**src/hdl/srf_pkg.sv**
```systemverilog
// Shared types and constants for the Schlick reflectance pipeline.
// No dependencies; every other file in hdl/ imports this package.
`default_nettype none

package srf_pkg;

	// Fixed-point constants
	localparam logic [16:0] ONE_Q16   = 17'h1_0000;
	localparam logic [32:0] ONE_Q32   = 33'h1_0000_0000;
	localparam logic signed [33:0] ONE_Q28 = 34'sh1000_0000;
	localparam logic [33:0] HALF_Q17  = 34'h1_0000;
	localparam logic [15:0] R_ONE_Q15 = 16'h8000;

	// Quotient bits of each long division, root bits of the square root
	localparam int DIV_STEPS  = 33;
	localparam int SQRT_STEPS = 17;

	// Input word
	typedef struct packed {
		logic signed [15:0] eye_x;
		logic signed [15:0] eye_y;
		logic signed [15:0] eye_z;
		logic signed [15:0] normal_x;
		logic signed [15:0] normal_y;
		logic signed [15:0] normal_z;
		logic [13:0]        index_from;
		logic [13:0]        index_to;
	} item_t;

	// Result word
	typedef struct packed {
		logic [15:0] reflectance;
		logic        total_internal;
	} result_t;

	// Front end to divider
	typedef struct packed {
		logic        tir;
		logic        gt;
		logic        den_zero;
		logic        sum_zero;
		logic [16:0] c;
		logic [59:0] num;
		logic [27:0] den;
		logic [27:0] dsq;
		logic [29:0] ssq;
	} div_in_t;

	// Divider to square root
	typedef struct packed {
		logic        tir;
		logic        gt;
		logic [16:0] c;
		logic [32:0] sin2;
		logic [32:0] r0;
	} sqrt_in_t;

	// Square root to back end
	typedef struct packed {
		logic        tir;
		logic [16:0] c;
		logic [32:0] r0;
	} back_in_t;

endpackage

`default_nettype wire

```
**src/hdl/srf_sqrt.sv**
```systemverilog
// Square root of 1 - sin2_t, one root bit per stage after a setup stage,
// and the choice of the transmitted or incident cosine. Depends on srf_pkg.
`default_nettype none

module srf_sqrt (
	input  wire logic              clk,
	input  wire logic              arst_n,
	input  wire logic              en,
	input  wire logic              in_valid,
	input  wire srf_pkg::sqrt_in_t in_word,
	output logic                   out_valid,
	output srf_pkg::back_in_t      out_word
);
	import srf_pkg::*;

	typedef struct packed {
		logic        tir;
		logic        gt;
		logic [16:0] c;
		logic [32:0] r0;
		logic [33:0] x;
		logic [18:0] rem;
		logic [16:0] root;
	} sq_st_t;

	// Setup stage: radicand 1 - sin2_t
	sq_st_t prep_s0;
	logic   vld_s0;

	always_ff @(posedge clk) begin
		if (en) begin
			prep_s0.tir  <= in_word.tir;
			prep_s0.gt   <= in_word.gt;
			prep_s0.c    <= in_word.c;
			prep_s0.r0   <= in_word.r0;
			prep_s0.x    <= 34'(ONE_Q32 - in_word.sin2);
			prep_s0.rem  <= '0;
			prep_s0.root <= '0;
		end
	end

	always_ff @(posedge clk or negedge arst_n) begin
		if (!arst_n) begin
			vld_s0 <= 1'b0;
		end else if (en) begin
			vld_s0 <= in_valid;
		end
	end

	sq_st_t stage_s [SQRT_STEPS];
	logic   vld_s   [SQRT_STEPS];

	for (genvar k = 0; k < SQRT_STEPS; k++) begin : g_step
		localparam int PairIdx = SQRT_STEPS - 1 - k;
		sq_st_t      cur, nxt;
		logic        vin, ge;
		logic [20:0] tr, trial;

		if (k == 0) begin : g_first
			assign cur = prep_s0;
			assign vin = vld_s0;
		end else begin : g_next
			assign cur = stage_s[k-1];
			assign vin = vld_s[k-1];
		end

		// Bring down the next two radicand bits, try root*4+1
		assign tr    = {cur.rem, cur.x[2*PairIdx +: 2]};
		assign trial = {2'b0, cur.root, 2'b01};
		assign ge    = tr >= trial;

		always_comb begin
			nxt      = cur;
			nxt.rem  = ge ? 19'(tr - trial) : tr[18:0];
			nxt.root = {cur.root[15:0], ge};
		end

		always_ff @(posedge clk) begin
			if (en) begin
				stage_s[k] <= nxt;
			end
		end

		always_ff @(posedge clk or negedge arst_n) begin
			if (!arst_n) begin
				vld_s[k] <= 1'b0;
			end else if (en) begin
				vld_s[k] <= vin;
			end
		end
	end

	// Transmitted cosine only when going to a lower index
	sq_st_t last;
	assign last      = stage_s[SQRT_STEPS-1];
	assign out_valid = vld_s[SQRT_STEPS-1];

	always_comb begin
		out_word.tir = last.tir;
		out_word.c   = last.gt ? last.root : last.c;
		out_word.r0  = last.r0;
	end

endmodule

`default_nettype wire

```
**config.mk**
```make
export PLATFORM = sky130hd
export DESIGN_NAME = srf_sqrt
export DESIGN_NICKNAME = d
export VERILOG_FILES = /design/src/hdl/srf_pkg.sv /design/src/hdl/srf_sqrt.sv
export SDC_FILE = /design/constraint.sdc
export NUM_CORES = 2
export LEC_CHECK = 0
export ABC_AREA = 1
export BUFFER_PORTS_ARGS = -buffer_cell sky130_fd_sc_hd__buf_4
export CORE_MARGIN = 3
export CORE_UTILIZATION = 45
export DETAILED_ROUTE_END_ITERATION = 10
export PLACE_DENSITY = 0.56
export SETUP_SLACK_MARGIN = 0.3
export SLEW_MARGIN = 20
export SYNTH_ARGS = -nofsm -noshare
export SYNTH_HDL_FRONTEND = slang
export SYNTH_SLANG_ARGS = --single-unit
```
**constraint.sdc**
```tcl
create_clock -name clk -period 3.2 [get_ports clk]
set_input_delay 0 -clock clk [delete_from_list [all_inputs] [get_ports clk]]
set_output_delay 0 -clock clk [all_outputs]
set_load 0.05 [all_outputs]
```
== After elaboration in Yosys (flattened, before gate mapping) ==
Memories as Yosys holds them, arrays and structs flattened.
Index checks and enable logic that the tools add are counted.

* Bits in registers: 104
* Output and inout port bits: 52
* Bits in latches: 0
* ROM bits: 0
* Memories: 1
* Bits in writable memories: 2,074

{| class="wikitable"
|+ Memories
! name !! words !! width !! read ports !! clocked after Yosys merged registers in !! write ports !! RTL line !! RTL
|-
| stage_s || 17 || 122 || 17 || 0 || 17 || srf_sqrt.sv:50 || <nowiki>sq_st_t stage_s [SQRT_STEPS];</nowiki>
|}

* Bitwise operators: 0
* Div/mod/pow operators: 0
* Reduce and logical (&&, ||, !) cells: 0
* Shifts and indexed selects: 0
* $mul: 0
* Add/subtract/negate cells: 18
* Order comparisons: 17
* Equality and inequality tests: 0
* Muxes and demuxes: 20

{| class="wikitable"
|+ Operators with widths
! kind !! number
|-
| $ge A21 B19 Y1 || 16
|-
| $mux W19 || 17
|-
| $sub A19 B19 Y19 || 16
|-
| $sub A33 B33 Y34 const A || 1
|-
| $mux W17 || 1
|-
| $sub A2 B1 Y3 const B || 1
|-
| $ge A2 B1 Y1 const B || 1
|-
| $mux W1 || 2
|}

== Longest topological paths before layout ==
An unclocked memory read counts as a cell.

* Depth after elaboration: 3
* Mapped depth: 15

== Worst setup path before layout ==
OpenSTA, ideal clock, no wires.

* Path type: flip-flop to flip-flop
* Start: memory stage_s[0][17] in the netlist's numbering
* End: memory stage_s[0][156] in the netlist's numbering (data pin)
* Path buffers: 1
* Path slack: 1,242 ps
* Arrival time: 1,689 ps
* Data required time: 2,931 ps
* Cell stages (with the launch flop): 9
* Period minus slack after synthesis: 1,958 ps
* Cell sequence: edfxtp_1 -> ha_1 -> a21oi_1 -> nand2_1 -> inv_1 -> ha_1 -> and2_1 -> clkbuf_1 -> o21ai_0

{| class="wikitable"
|+ RTL lines
! item !! RTL line
|-
| from (decl) || srf_sqrt.sv:50
|}

== Worst setup path in the final report ==
* Start: input in_word[63] in the netlist's numbering
* End: register prep_s0 (netlist bit g_step[0].cur[69]) (data pin)

* Longest elaborated chain between the ends: 1

{| class="wikitable"
|+ Ends and longest elaborated chain
! item !! RTL line !! RTL
|-
| from (decl) || srf_sqrt.sv:10 || <nowiki>input wire srf_pkg::sqrt_in_t in_word,</nowiki>
|-
| $sub A33 B33 Y34 || srf_sqrt.sv:36 || <nowiki>prep_s0.x <= 34'(ONE_Q32 - in_word.sin2);</nowiki>
|-
| to (decl) || srf_sqrt.sv:27 || <nowiki>sq_st_t prep_s0;</nowiki>
|}

No other way between the ends.
A chain may end at the register's enable or synchronous reset.

==> flow_summary_export.csv <==
group,metric,value,unit
finish,area_growth,16.4,%
finish,multi_input_area,14400,µm²
yosys,synth_cell_type_count,48,
clocking,cts_buffer_depth,3,
yosys,synth_top_area_share,73.6,%
critical_path,cp.required,3.73,ns
route,drc_errors,0,
pwr,p_leak,31.8,nW
finish,fin_nets,5989,
finish,fill_cells,12800,
placement,dp.final_hpwl,92800,µm
yosys,seq_area_frac_synth,74.3,%
sta,tns,0,ns
clocking,cts_setup_buffers,0,
global_routing,grt_antenna_before_repair,1,
pwr,powerDensity,657,nW/µm²
die,die_area,157000,µm²
yosys,synth_top_cell_by_area,"edfxtp_1",
sta,fmax,387,MHz
clocking,cts.sinks,1695,
clocking,cts-root-buf,"clkbuf_16",
run,cap_viol_max_count,0,
route,drt_wl_total,132000,µm
die,die_h,396,µm
clocking,cts_made_buffers,174,
sta,finalHoldViolations,0,
sta,setup_viol,0,
yosys,ys.warnings.count,0,
finish,diodes,0,
route,antenna_left,0,
critical_path,critPathArrivalTime,3.12,ns
pwr,vdd_drop_max,523,µV
sta,drv_slew,0,
global_routing,grt_pass1_vias,37800,
route,vias,37600,
critical_path,crit_fanout,2,
sta,timing.final.crit_share,80.8,%
yosys,syn-cell-area,68400,µm²
route,dr.first_iter.drc_count,2533,
yosys,ys_ff_latch,1695,
sta,maxSlewHeadroom,27.3,%
yosys,synthCells,5242,
die,initial_utilization,45.5,%
sta,tightest_slew,1.09,ns
route,routedWlPerCell,16.7,µm
critical_path,worstSetupPathType,"primary input to flop",
finish,drive_gt1_share,10.8,%
die,io_pins,141,
sta,rsz0062_at_grt,"no",
clocking,htree_levels,4,
placement,dp_slack,0.444,ns
global_routing,grt_max_degree,107,
yosys,synth_fp_nets,5503,
die,rows,142,
global_routing,grt-ovfl-total,0,
sta,finClkSkew,0.0368,ns
die,core,150000,µm²
clocking,path_clk_slew,0.06,ns
global_routing,grt_pass1_wl,209000,µm
yosys,synth_area_leaders,"edfxtp_1, nand2_1, inv_1",
outcome,status,"completed",
global_routing,grt_use_total,17.0,%
route,dr.pass1.iters,6,
route,via_per_inst,4.77,
clocking,clock_latency,0.79,ns
critical_path,worstSetupEndpointType,"flop",
die,die_w,396,µm
sta,setup_ws,0.615,ns
clocking,cts_tree,"built",
critical_path,crit_path_start_kind,"primary input",
finish,ff_latch_area,50800,µm²
yosys,syn_area_per_cell,13.0,µm²
placement,routabilityCongestion,0.885,
placement,portBuffers,140,
sta,min_period,2.58,ns
worst_hold_path,min_path_type,"primary input to flop",
==> synth_stat cells (all sizes together) <==
library cell and number:
and2 3, a21oi 156, dfrtp 18, a21o 3, o21a 1, nand2 1323
nor2 402, o21ai 140, or2 11, o211ai 3, nor4 3, edfxtp 1677
nand4 39, conb 1, or3 4, nor3 49, clkbuf 7, and3 4
nor3b 1, xor2 115, buf 64, ha 172, inv 693, mux2 19
o21bai 4, a21boi 4, nand3 251, nand3b 35, nor2b 1, xnor2 39
==> through the flow <==
stage | hold slack [ns] | util (%) | total power [W] | cell area, µm² | std cells
2_1_floorplan | -0.296 | - | 0.0307 | 68400 | 5242
3_3_place_gp | -0.120 | 48.0 | 0.0329 | 72200 | 7396
3_5_place_dp | -0.120 | 48.0 | 0.0330 | 72200 | 7396
4_1_cts | 0.114 | 53.0 | 0.0532 | 79600 | 7893
5_1_grt | 0.151 | 53.0 | 0.0549 | 79600 | 7893
6_report | 0.173 | 53.0 | 0.0523 | 79600 | 7893
==> logic make-up (layout without fill, tap and decap cells) <==
family	after synthesis	count (layout)	share of synthesized area, %
simple gates	2126	2126	13.1
flops	1695	1695	74.3
buf+inv	764	1399	4.59
compound gates	311	311	2.56
fa+ha+maj	172	172	3.15
xor+xnor	154	154	1.97
mux	19	19	0.313
other cells	1	1	0.00548
==> placed cells by master (no fill, tap or decap), drive strengths merged, types with 39 or more instances in the layout <==
cell type,n
edfxtp,1677
nand2,1323
inv,705
nor2,402
nand3,251
clkbuf,216
buf,209
ha,172
dlygate4sd3,172
a21oi,156
o21ai,140
xor2,115
clkinv,76
nor3,49
nand4,39
xnor2,39
==> path summary, 6_finish.rpt <==
| path | startpoint | to | slack (ns) | depth (start not counted) |
|---|---|---|---|---|
| hold / removal | in_word[43] | g_step[0].cur[46] | 0.17 | 3 |
| min in group asynchronous | arst_n | g_step[1].vin | 0.39 | 3 |
| max in group asynchronous | arst_n | g_step[8].vin | 2.31 | 3 |
| setup reg to reg | stage_s[1][245] | stage_s[1][392] | 0.63 | 10 |
| hold reg to reg | stage_s[0][527] | stage_s[0][649] | 0.39 | 0 |
| setup / recovery | in_word[63] | g_step[0].cur[69] | 0.62 | 11 |
==> report_power, final <==
part           internal (W)  total, W  switching (W)
clock                0.0114    0.0197        0.00832
sequential           0.0264    0.0273       0.000855
combinational       0.00183   0.00536        0.00353
total                0.0396    0.0523         0.0127
==> per-layer routing <==
| metal | GRT usage [%] | wire length (µm) | vias up |
|---|---|---|---|
| met2 | 29.3 | 66100 | 622 |
| met3 | 2.69 | 4620 | 235 |
| li1 | - | - | 18900 |
| met5 | 0 | 0 | - |
| met4 | 6.18 | 4000 | 0 |
| met1 | 21.9 | 57200 | 17900 |
==> sequential cells by signal, summed over array words and instances (netlist names) <==
name	cells
g_step.cur	86
g_step.vin	17
out_valid	1
stage_s	1591
==> worst max-delay path, cell delays in order <==
cell,delay [ns]
dlygate4sd3_1,0.56
buf_4,0.14
inv_1,0.11
nand2_1,0.09
nor3_1,0.13
dlygate4sd3_1,0.58
nand3_1,0.07
dlygate4sd3_1,0.56
nor2_1,0.16
a21boi_0,0.13
dlygate4sd3_1,0.57
==> what timing repair did <==
action	4_1_cts	5_1_grt
hold endpoints to repair	277	0
hold buffers	172	0
setup endpoints to repair	0	1
resized for setup	0	1
==> final cells by class <==
type	count	share of cell area, %
clock buffer	216	5.74
sequential	1695	63.8
multi-input combinational	2783	18.1
inverter	693	3.27
tap	2016	3.17
timing repair buffer	381	4.47
clock inverter	109	1.38
No activity file was read; power rests on OpenSTA's default activity.
