### src/hdl/srf_pkg.sv
// Shared types and constants for the Schlick reflectance pipeline.
// No dependencies; every other file in hdl/ imports this package.
`default_nettype none

package srf_pkg;

	// Fixed-point constants
	localparam logic [16:0] ONE_Q16   = 17'h1_0000;
	localparam logic [32:0] ONE_Q32   = 33'h1_0000_0000;
	localparam logic signed [33:0] ONE_Q28 = 34'sh1000_0000;
	localparam logic [33:0] HALF_Q17  = 34'h1_0000;
	localparam logic [15:0] R_ONE_Q15 = 16'h8000;

	// Quotient bits of each long division, root bits of the square root
	localparam int DIV_STEPS  = 33;
	localparam int SQRT_STEPS = 17;

	// Input word
	typedef struct packed {
		logic signed [15:0] eye_x;
		logic signed [15:0] eye_y;
		logic signed [15:0] eye_z;
		logic signed [15:0] normal_x;
		logic signed [15:0] normal_y;
		logic signed [15:0] normal_z;
		logic [13:0]        index_from;
		logic [13:0]        index_to;
	} item_t;

	// Result word
	typedef struct packed {
		logic [15:0] reflectance;
		logic        total_internal;
	} result_t;

	// Front end to divider
	typedef struct packed {
		logic        tir;
		logic        gt;
		logic        den_zero;
		logic        sum_zero;
		logic [16:0] c;
		logic [59:0] num;
		logic [27:0] den;
		logic [27:0] dsq;
		logic [29:0] ssq;
	} div_in_t;

	// Divider to square root
	typedef struct packed {
		logic        tir;
		logic        gt;
		logic [16:0] c;
		logic [32:0] sin2;
		logic [32:0] r0;
	} sqrt_in_t;

	// Square root to back end
	typedef struct packed {
		logic        tir;
		logic [16:0] c;
		logic [32:0] r0;
	} back_in_t;

endpackage

`default_nettype wire

### src/hdl/srf_back.sv
// Back end: (1-c)^5 by four truncating multiplies, the blend with r0,
// rounding to Q1.15 and saturation. Six stages. Depends on srf_pkg.
`default_nettype none

module srf_back (
	input  wire logic              clk,
	input  wire logic              arst_n,
	input  wire logic              en,
	input  wire logic              in_valid,
	input  wire srf_pkg::back_in_t in_word,
	output logic                   out_valid,
	output srf_pkg::result_t       out_word
);
	import srf_pkg::*;

	logic [16:0] omc;
	logic [16:0] omc_s1, omc_s2, omc_s3;
	logic [16:0] p_s1, p_s2, p_s3, p_s4;
	logic [32:0] r0_s1, r0_s2, r0_s3, r0_s4, r0_s5;
	logic [32:0] m_s5;
	logic        tir_s1, tir_s2, tir_s3, tir_s4, tir_s5;
	logic        vld_s1, vld_s2, vld_s3, vld_s4, vld_s5;

	assign omc = 17'(ONE_Q16 - in_word.c);

	// Power chain, each product truncated back to Q1.16
	logic [33:0] pr1, pr2, pr3, pr4;
	assign pr1 = 34'(omc) * 34'(omc);
	assign pr2 = 34'(p_s1) * 34'(omc_s1);
	assign pr3 = 34'(p_s2) * 34'(omc_s2);
	assign pr4 = 34'(p_s3) * 34'(omc_s3);

	// Blend: (1 - r0) * p in Q1.32
	logic [49:0] blend;
	assign blend = 50'(ONE_Q32 - r0_s4) * 50'(p_s4);

	always_ff @(posedge clk) begin
		if (en) begin
			omc_s1 <= omc;
			p_s1   <= pr1[32:16];
			r0_s1  <= in_word.r0;
			tir_s1 <= in_word.tir;
			omc_s2 <= omc_s1;
			p_s2   <= pr2[32:16];
			r0_s2  <= r0_s1;
			tir_s2 <= tir_s1;
			omc_s3 <= omc_s2;
			p_s3   <= pr3[32:16];
			r0_s3  <= r0_s2;
			tir_s3 <= tir_s2;
			p_s4   <= pr4[32:16];
			r0_s4  <= r0_s3;
			tir_s4 <= tir_s3;
			m_s5   <= blend[48:16];
			r0_s5  <= r0_s4;
			tir_s5 <= tir_s4;
		end
	end

	// Round half up to Q1.15 and saturate
	logic [33:0] res;
	logic [16:0] q15;
	assign res = 34'(r0_s5) + 34'(m_s5) + HALF_Q17;
	assign q15 = res[33:17];

	always_ff @(posedge clk) begin
		if (en) begin
			if (tir_s5) begin
				out_word.reflectance    <= R_ONE_Q15;
				out_word.total_internal <= 1'b1;
			end else begin
				out_word.reflectance    <= (q15 > 17'(R_ONE_Q15)) ? R_ONE_Q15 : q15[15:0];
				out_word.total_internal <= 1'b0;
			end
		end
	end

	always_ff @(posedge clk or negedge arst_n) begin
		if (!arst_n) begin
			vld_s1    <= 1'b0;
			vld_s2    <= 1'b0;
			vld_s3    <= 1'b0;
			vld_s4    <= 1'b0;
			vld_s5    <= 1'b0;
			out_valid <= 1'b0;
		end else if (en) begin
			vld_s1    <= in_valid;
			vld_s2    <= vld_s1;
			vld_s3    <= vld_s2;
			vld_s4    <= vld_s3;
			vld_s5    <= vld_s4;
			out_valid <= vld_s5;
		end
	end

endmodule

`default_nettype wire

### config.mk
export PLATFORM = sky130hd
export DESIGN_NAME = srf_back
export DESIGN_NICKNAME = d
export VERILOG_FILES = /design/src/hdl/srf_pkg.sv /design/src/hdl/srf_back.sv
export SDC_FILE = /design/constraint.sdc
export NUM_CORES = 2
export LEC_CHECK = 0
export BUFFER_PORTS_ARGS = -buffer_cell sky130_fd_sc_hd__buf_2
export CORE_AREA = 4 4 400 560
export DETAILED_ROUTE_END_ITERATION = 6
export DIE_AREA = 0 0 404 564
export GPL_ROUTABILITY_DRIVEN = 1
export GPL_TIMING_DRIVEN = 0
export SETUP_SLACK_MARGIN = 0.15
export SYNTH_ARGS = -nofsm -noshare
export SYNTH_HDL_FRONTEND = slang
export SYNTH_SLANG_ARGS = --single-unit
### constraint.sdc
create_clock -name clk -period 10.42 [get_ports clk]
set_input_delay 0 -clock clk [delete_from_list [all_inputs] [get_ports clk]]
set_output_delay 0 -clock clk [all_outputs]
set_load 0.02 [all_outputs]
# Yosys cells after proc, flatten, opt, wreduce, memory -nomap -nowiden
# Cells that the tools add are included.
dict set report word_totals {
  wordCells 38
  input_bits 55
  output_inout_bits 18
  register_bits 345
}
dict set report classes {
  n_reduce_logical 1
  mul 5
  mux 1
  addsub 4
  magnitude_cmp 1
}
# operator n
set op_table {}
lappend op_table {{multiplier 17 x 17 -> 33 bit} 4}
lappend op_table {{multiplier 34 x 18 -> 49 bit} 1}
lappend op_table {{adder 33 x 33 -> 34 bit} 1}
lappend op_table {{adder 34 x 17 -> 34 bit (second input constant)} 1}
lappend op_table {{subtractor 33 x 33 -> 34 bit (first input constant)} 1}
lappend op_table {{greater-than comparator 17 x 16 -> 1 bit (second input constant)} 1}
lappend op_table {{subtractor 17 bit (first input constant)} 1}
lappend op_table {{OR reduction 2 bit} 1}
lappend op_table {{2-to-1 mux 1 bit} 1}

# Depth between registers and ports, before layout
dict set report depth {
  word_depth 4
  depth_mapped 33
  depth_no_buf 31
}

# Worst setup path before layout
# No wires, ideal clock.
dict set report synth_timing {
  path_type {flip-flop to flip-flop}
  from {reg r0_s4[12]}
  to {reg m_s5[27], data pin}
  path_buffers 2
  synth_period_minus_slack_ns 8.550
  setup_slack_ns 1.870
  t_arrival_ns 8.288
  setup_time_ns 0.262
  path_stages_with_launch 29
  required_ns 10.158
  path_cell_list {edfxtp_1 > or4_4 > or4_4 > or4_4 > buf_6 > nor3_1 > xnor2_1 > clkbuf_1 > and2_1 > fa_1 > inv_1 > fa_1 > fa_1 > inv_1 > fa_1 > fa_1 > inv_1 > fa_1 > inv_1 > ha_1 > and2_1 > a221o_1 > a221oi_1 > a2bb2oi_1 > or3_1 > o221a_2 > a31o_2 > o31ai_1 > xnor2_1}
}
dict set report synth_via {
  elab_chain_cells 2
}
# item line
set synth_rtl {}
lappend synth_rtl {{from (decl)} srf_back.sv:19} ;# logic [32:0] r0_s1, r0_s2, r0_s3, r0_s4, r0_s5;
lappend synth_rtl {{from (signal assigned)} srf_back.sv:52} ;# r0_s4 <= r0_s3;
lappend synth_rtl {{subtractor 33 x 33 -> 34 bit} srf_back.sv:35} ;# assign blend = 50'(ONE_Q32 - r0_s4) * 50'(p_s4);
lappend synth_rtl {{multiplier 34 x 18 -> 49 bit} srf_back.sv:35}
lappend synth_rtl {{named net blend[43]} srf_back.sv:34} ;# logic [49:0] blend;
lappend synth_rtl {{to (signal assigned)} srf_back.sv:54} ;# m_s5 <= blend[48:16];
lappend synth_rtl {{to (decl)} srf_back.sv:20} ;# logic [32:0] m_s5;
# The timed path passes the listed nets, and every way through them passes these cells.
# A chain may end at the register's enable or synchronous reset.

# Final worst setup path
dict set report layout_timing {
  from {reg r0_s4[0]}
  to {reg m_s5[27], data pin}
}
# Same word-level chain as after synthesis.

==> reports/results.ini <==
[worst_setup_path]
path_delay_family=adder cells
critical_path_required_ns=10.82
r2r_slack_ns=0.53
endpoint_kind=register
criticalPathCategory=register to register
crit_start=r0_s4[0]
critPathMaxStageDelay_ns=0.63
ff2ff_path_depth=29
start_kind=register
slowest_stage=or4_4
crit_top_cell=fa_1
worstPathArrival_ns=10.28
r2r_end=m_s5[27]
r2r_start=r0_s4[0]
cp_max_fo=11
cp_num_buf_inv=6

[worst_hold_path]
worstHoldEndpoint=r0_s1[25]
hp-class=primary input to register
hp-start=in_word[25]
hold_depth=2

[grt]
grt_pass1_wl_mm=281.8
grt_overflow=0
grt_pass1_vias=51258
antenna_found_initial=6
grt_max_degree=105
grt_use_total_pct=15.88

[timing]
slew_viol_final=0
tightest_slew_ns=1.329
finalHoldViolCount=0
skew_ns=0.05656
setup_viol=0
period_share_pct=94.87
finalHoldWorstSlack_ns=0.05868
rsz0062_at_grt=false
max_freq_mhz=101.2
min_period_ns=9.885
max_slew_margin_pct=10.78

[logic_synthesis]
synth_seq_cells=345
ys_seq_area_share_pct=15.79
yosys.cell_types.count=76
netlist_area_um2=65420
avgSynthCellArea_um2=9.879
synthesis.nets=8642
synth_ff_type=edfxtp_1
synth_edf_count=339
ys_warn_count=0
syn_inst=6622
async_reset_ff_share_pct=1.739

[clock_tree]
clock_sinks=345
cts_tree=yes
clk_pin_slew_ns=0.06
h-tree-depth=2
cts-root-buf=clkbuf_16
cts-buffers-inserted=49
clockBufferDepth=3
clock_latency_ns=0.70

[finish]
fillers=22357
drive_gt1_share_pct=3.269
stdcell_count=9725
area_growth_pct=10.02
fin_nets=8832
design_area_um2=71980

[die]
dieArea_um2=227900
die_x_um=404
ios=73
fp.coreArea_um2=218400
start_util_pct=29.95
die_y_um=564
row_count=203

[outcome]
status=completed

[placed_design]
gp_congestion=0.9293
dp_cells=9567
place_area_um2=69470
hpwlAfterDp_mm=150.5
port_buffers=72

[route]
ant_nets=0
drt_iter0_markers=2321
drc=0
vias_per_cell=4.614
first_pass_iters=5
wl_mm=177.0
vias=44868
wire_per_inst_um=18.20

[run]
maxCapViolations=0

==> synth_stat cells, types with 17 or more instances <==
| master | n | area, um^2 |
|---|---|---|
| a211oi_1 | 17 | 127.6 |
| a21o_1 | 34 | 255.2 |
| a21oi_1 | 83 | 415.4 |
| and2_1 | 627 | 3923 |
| and3_1 | 24 | 150.1 |
| clkbuf_1 | 242 | 908.4 |
| edfxtp_1 | 339 | 10180 |
| fa_1 | 1380 | 27630 |
| ha_1 | 585 | 7320 |
| inv_1 | 1645 | 6175 |
| nand2_1 | 942 | 3536 |
| nand2b_1 | 20 | 125.1 |
| nand3_1 | 19 | 95.09 |
| nand4_1 | 20 | 125.1 |
| nor2_1 | 164 | 615.6 |
| nor3_1 | 30 | 150.1 |
| o21a_1 | 23 | 172.7 |
| o21ai_0 | 41 | 205.2 |
| xnor2_1 | 124 | 1086 |
| xor2_1 | 52 | 455.4 |
==> layout make-up <==
cell class / instances / area (um^2) / area share [%]
clock inverters: 42 / 515.5 / 0.7162
diodes: 2 / 5.005 / 0.006953
clock buffers: 50 / 1230 / 1.709
well taps: 2870 / 3591 / 4.989
inverters: 1652 / 6201 / 8.615
plain buffers: 256 / 1001 / 1.391
multi-input cells: 4369 / 48010 / 66.70
flip-flops and latches: 345 / 10330 / 14.35
repair buffers: 139 / 1094 / 1.519
==> timing repair <==
item                                   4_1_cts  5_1_grt
setup endpoints to repair                   17       13
endpoints found under the hold margin      114        1
hold buffers                                63        1
resized for setup                           13        8
setup buffers                                0        0
==> metrics by stage <==
step	TNS (ns)	utilization [%]	worst slack (ns)
2_1_floorplan	0	-	1.870
3_3_place_gp	-2.208	31.76	-0.6007
3_5_place_dp	-2.624	31.80	-0.6078
4_1_cts	0	32.92	0.2946
5_1_grt	0	32.95	0.1731
6_report	0	32.95	0.5349
==> cells by family (layout without fill, tap and decap cells) <==
family,count (synthesis),in the layout,synth area share [%]
XOR/XNOR,179,179,2.431
buffers and inverters,1908,2139,11.00
adder cells (fa/ha/maj),1965,1965,53.42
other,0,2,0
multiplexers,6,6,0.1033
AO/OA/AOI/OAI,292,292,2.997
flip-flops,345,345,15.79
AND/OR/NAND/NOR,1927,1927,14.26
==> registers in the layout, summed over array words and instances, names as in the netlist, 17 cells and up <==
| signal | flops |
|---|---|
| m_s5 | 33 |
| r0_s1 | 33 |
| r0_s2 | 33 |
| r0_s3 | 33 |
| r0_s4 | 33 |
| r0_s5 | 33 |
| omc_s1 | 17 |
| omc_s2 | 17 |
| omc_s3 | 17 |
| out_word | 17 |
| p_s1 | 17 |
| p_s2 | 17 |
| p_s3 | 17 |
| p_s4 | 17 |
==> per-layer routing <==
metal	vias up	wire [um]	share of wire, %	track usage, %
li1	20021	-	-	-
met1	23109	63020	36	16.68
met2	1224	95080	54	30.55
met3	514	6879	3.9	1.844
met4	0	11990	6.8	8.768
met5	-	0	0	0
==> how the worst max path moves through the flow <==
stage                    end  slack [ns]  depth (start not counted)
floorplan           m_s5[27]        1.87                         28
global placement    m_s5[27]       -0.60                         30
detailed placement  m_s5[27]       -0.61                         30
CTS                 m_s5[26]        0.29                         30
global route        m_s5[27]        0.17                         28
finish              m_s5[27]        0.53                         29
==> placed cells by master (no fill, tap or decap), types with 7 or more instances in the layout <==
cell	n
o211ai_1	8
nand2_1	942
nor3_1	30
bufinv_16	8
nand3_1	18
edfxtp_1	339
and3_1	24
nand2b_1	20
ha_1	585
clkbuf_1	239
o21bai_1	9
xor2_1	47
o21ai_0	41
nand2_2	10
or3_1	13
inv_1	1645
fa_1	1380
nor4_1	13
o21a_1	23
and2_1	627
a31oi_1	11
clkbuf_16	49
a21o_1	34
nor2_1	163
a21oi_1	83
nor2b_1	9
a211oi_1	16
clkinv_1	17
inv_6	7
nand4_1	20
xnor2_1	121
buf_2	78
dlygate4sd3_1	64
==> worst register-to-register path, delay by kind of cell (launching register included) <==
| kind | cells | cell delay, ns |
|---|---|---|
| adder cells (fa/ha/maj) | 8 | 3.54 |
| AND/OR/NAND/NOR | 7 | 2.14 |
| AO/OA/AOI/OAI | 6 | 1.76 |
| buffers and inverters | 6 | 1.03 |
| flip-flops | 1 | 0.60 |
| XOR/XNOR | 2 | 0.54 |
Power is left out: the tool's default activity adds up to more than one toggle a clock period on the data nets, which glitch-free logic cannot reach.
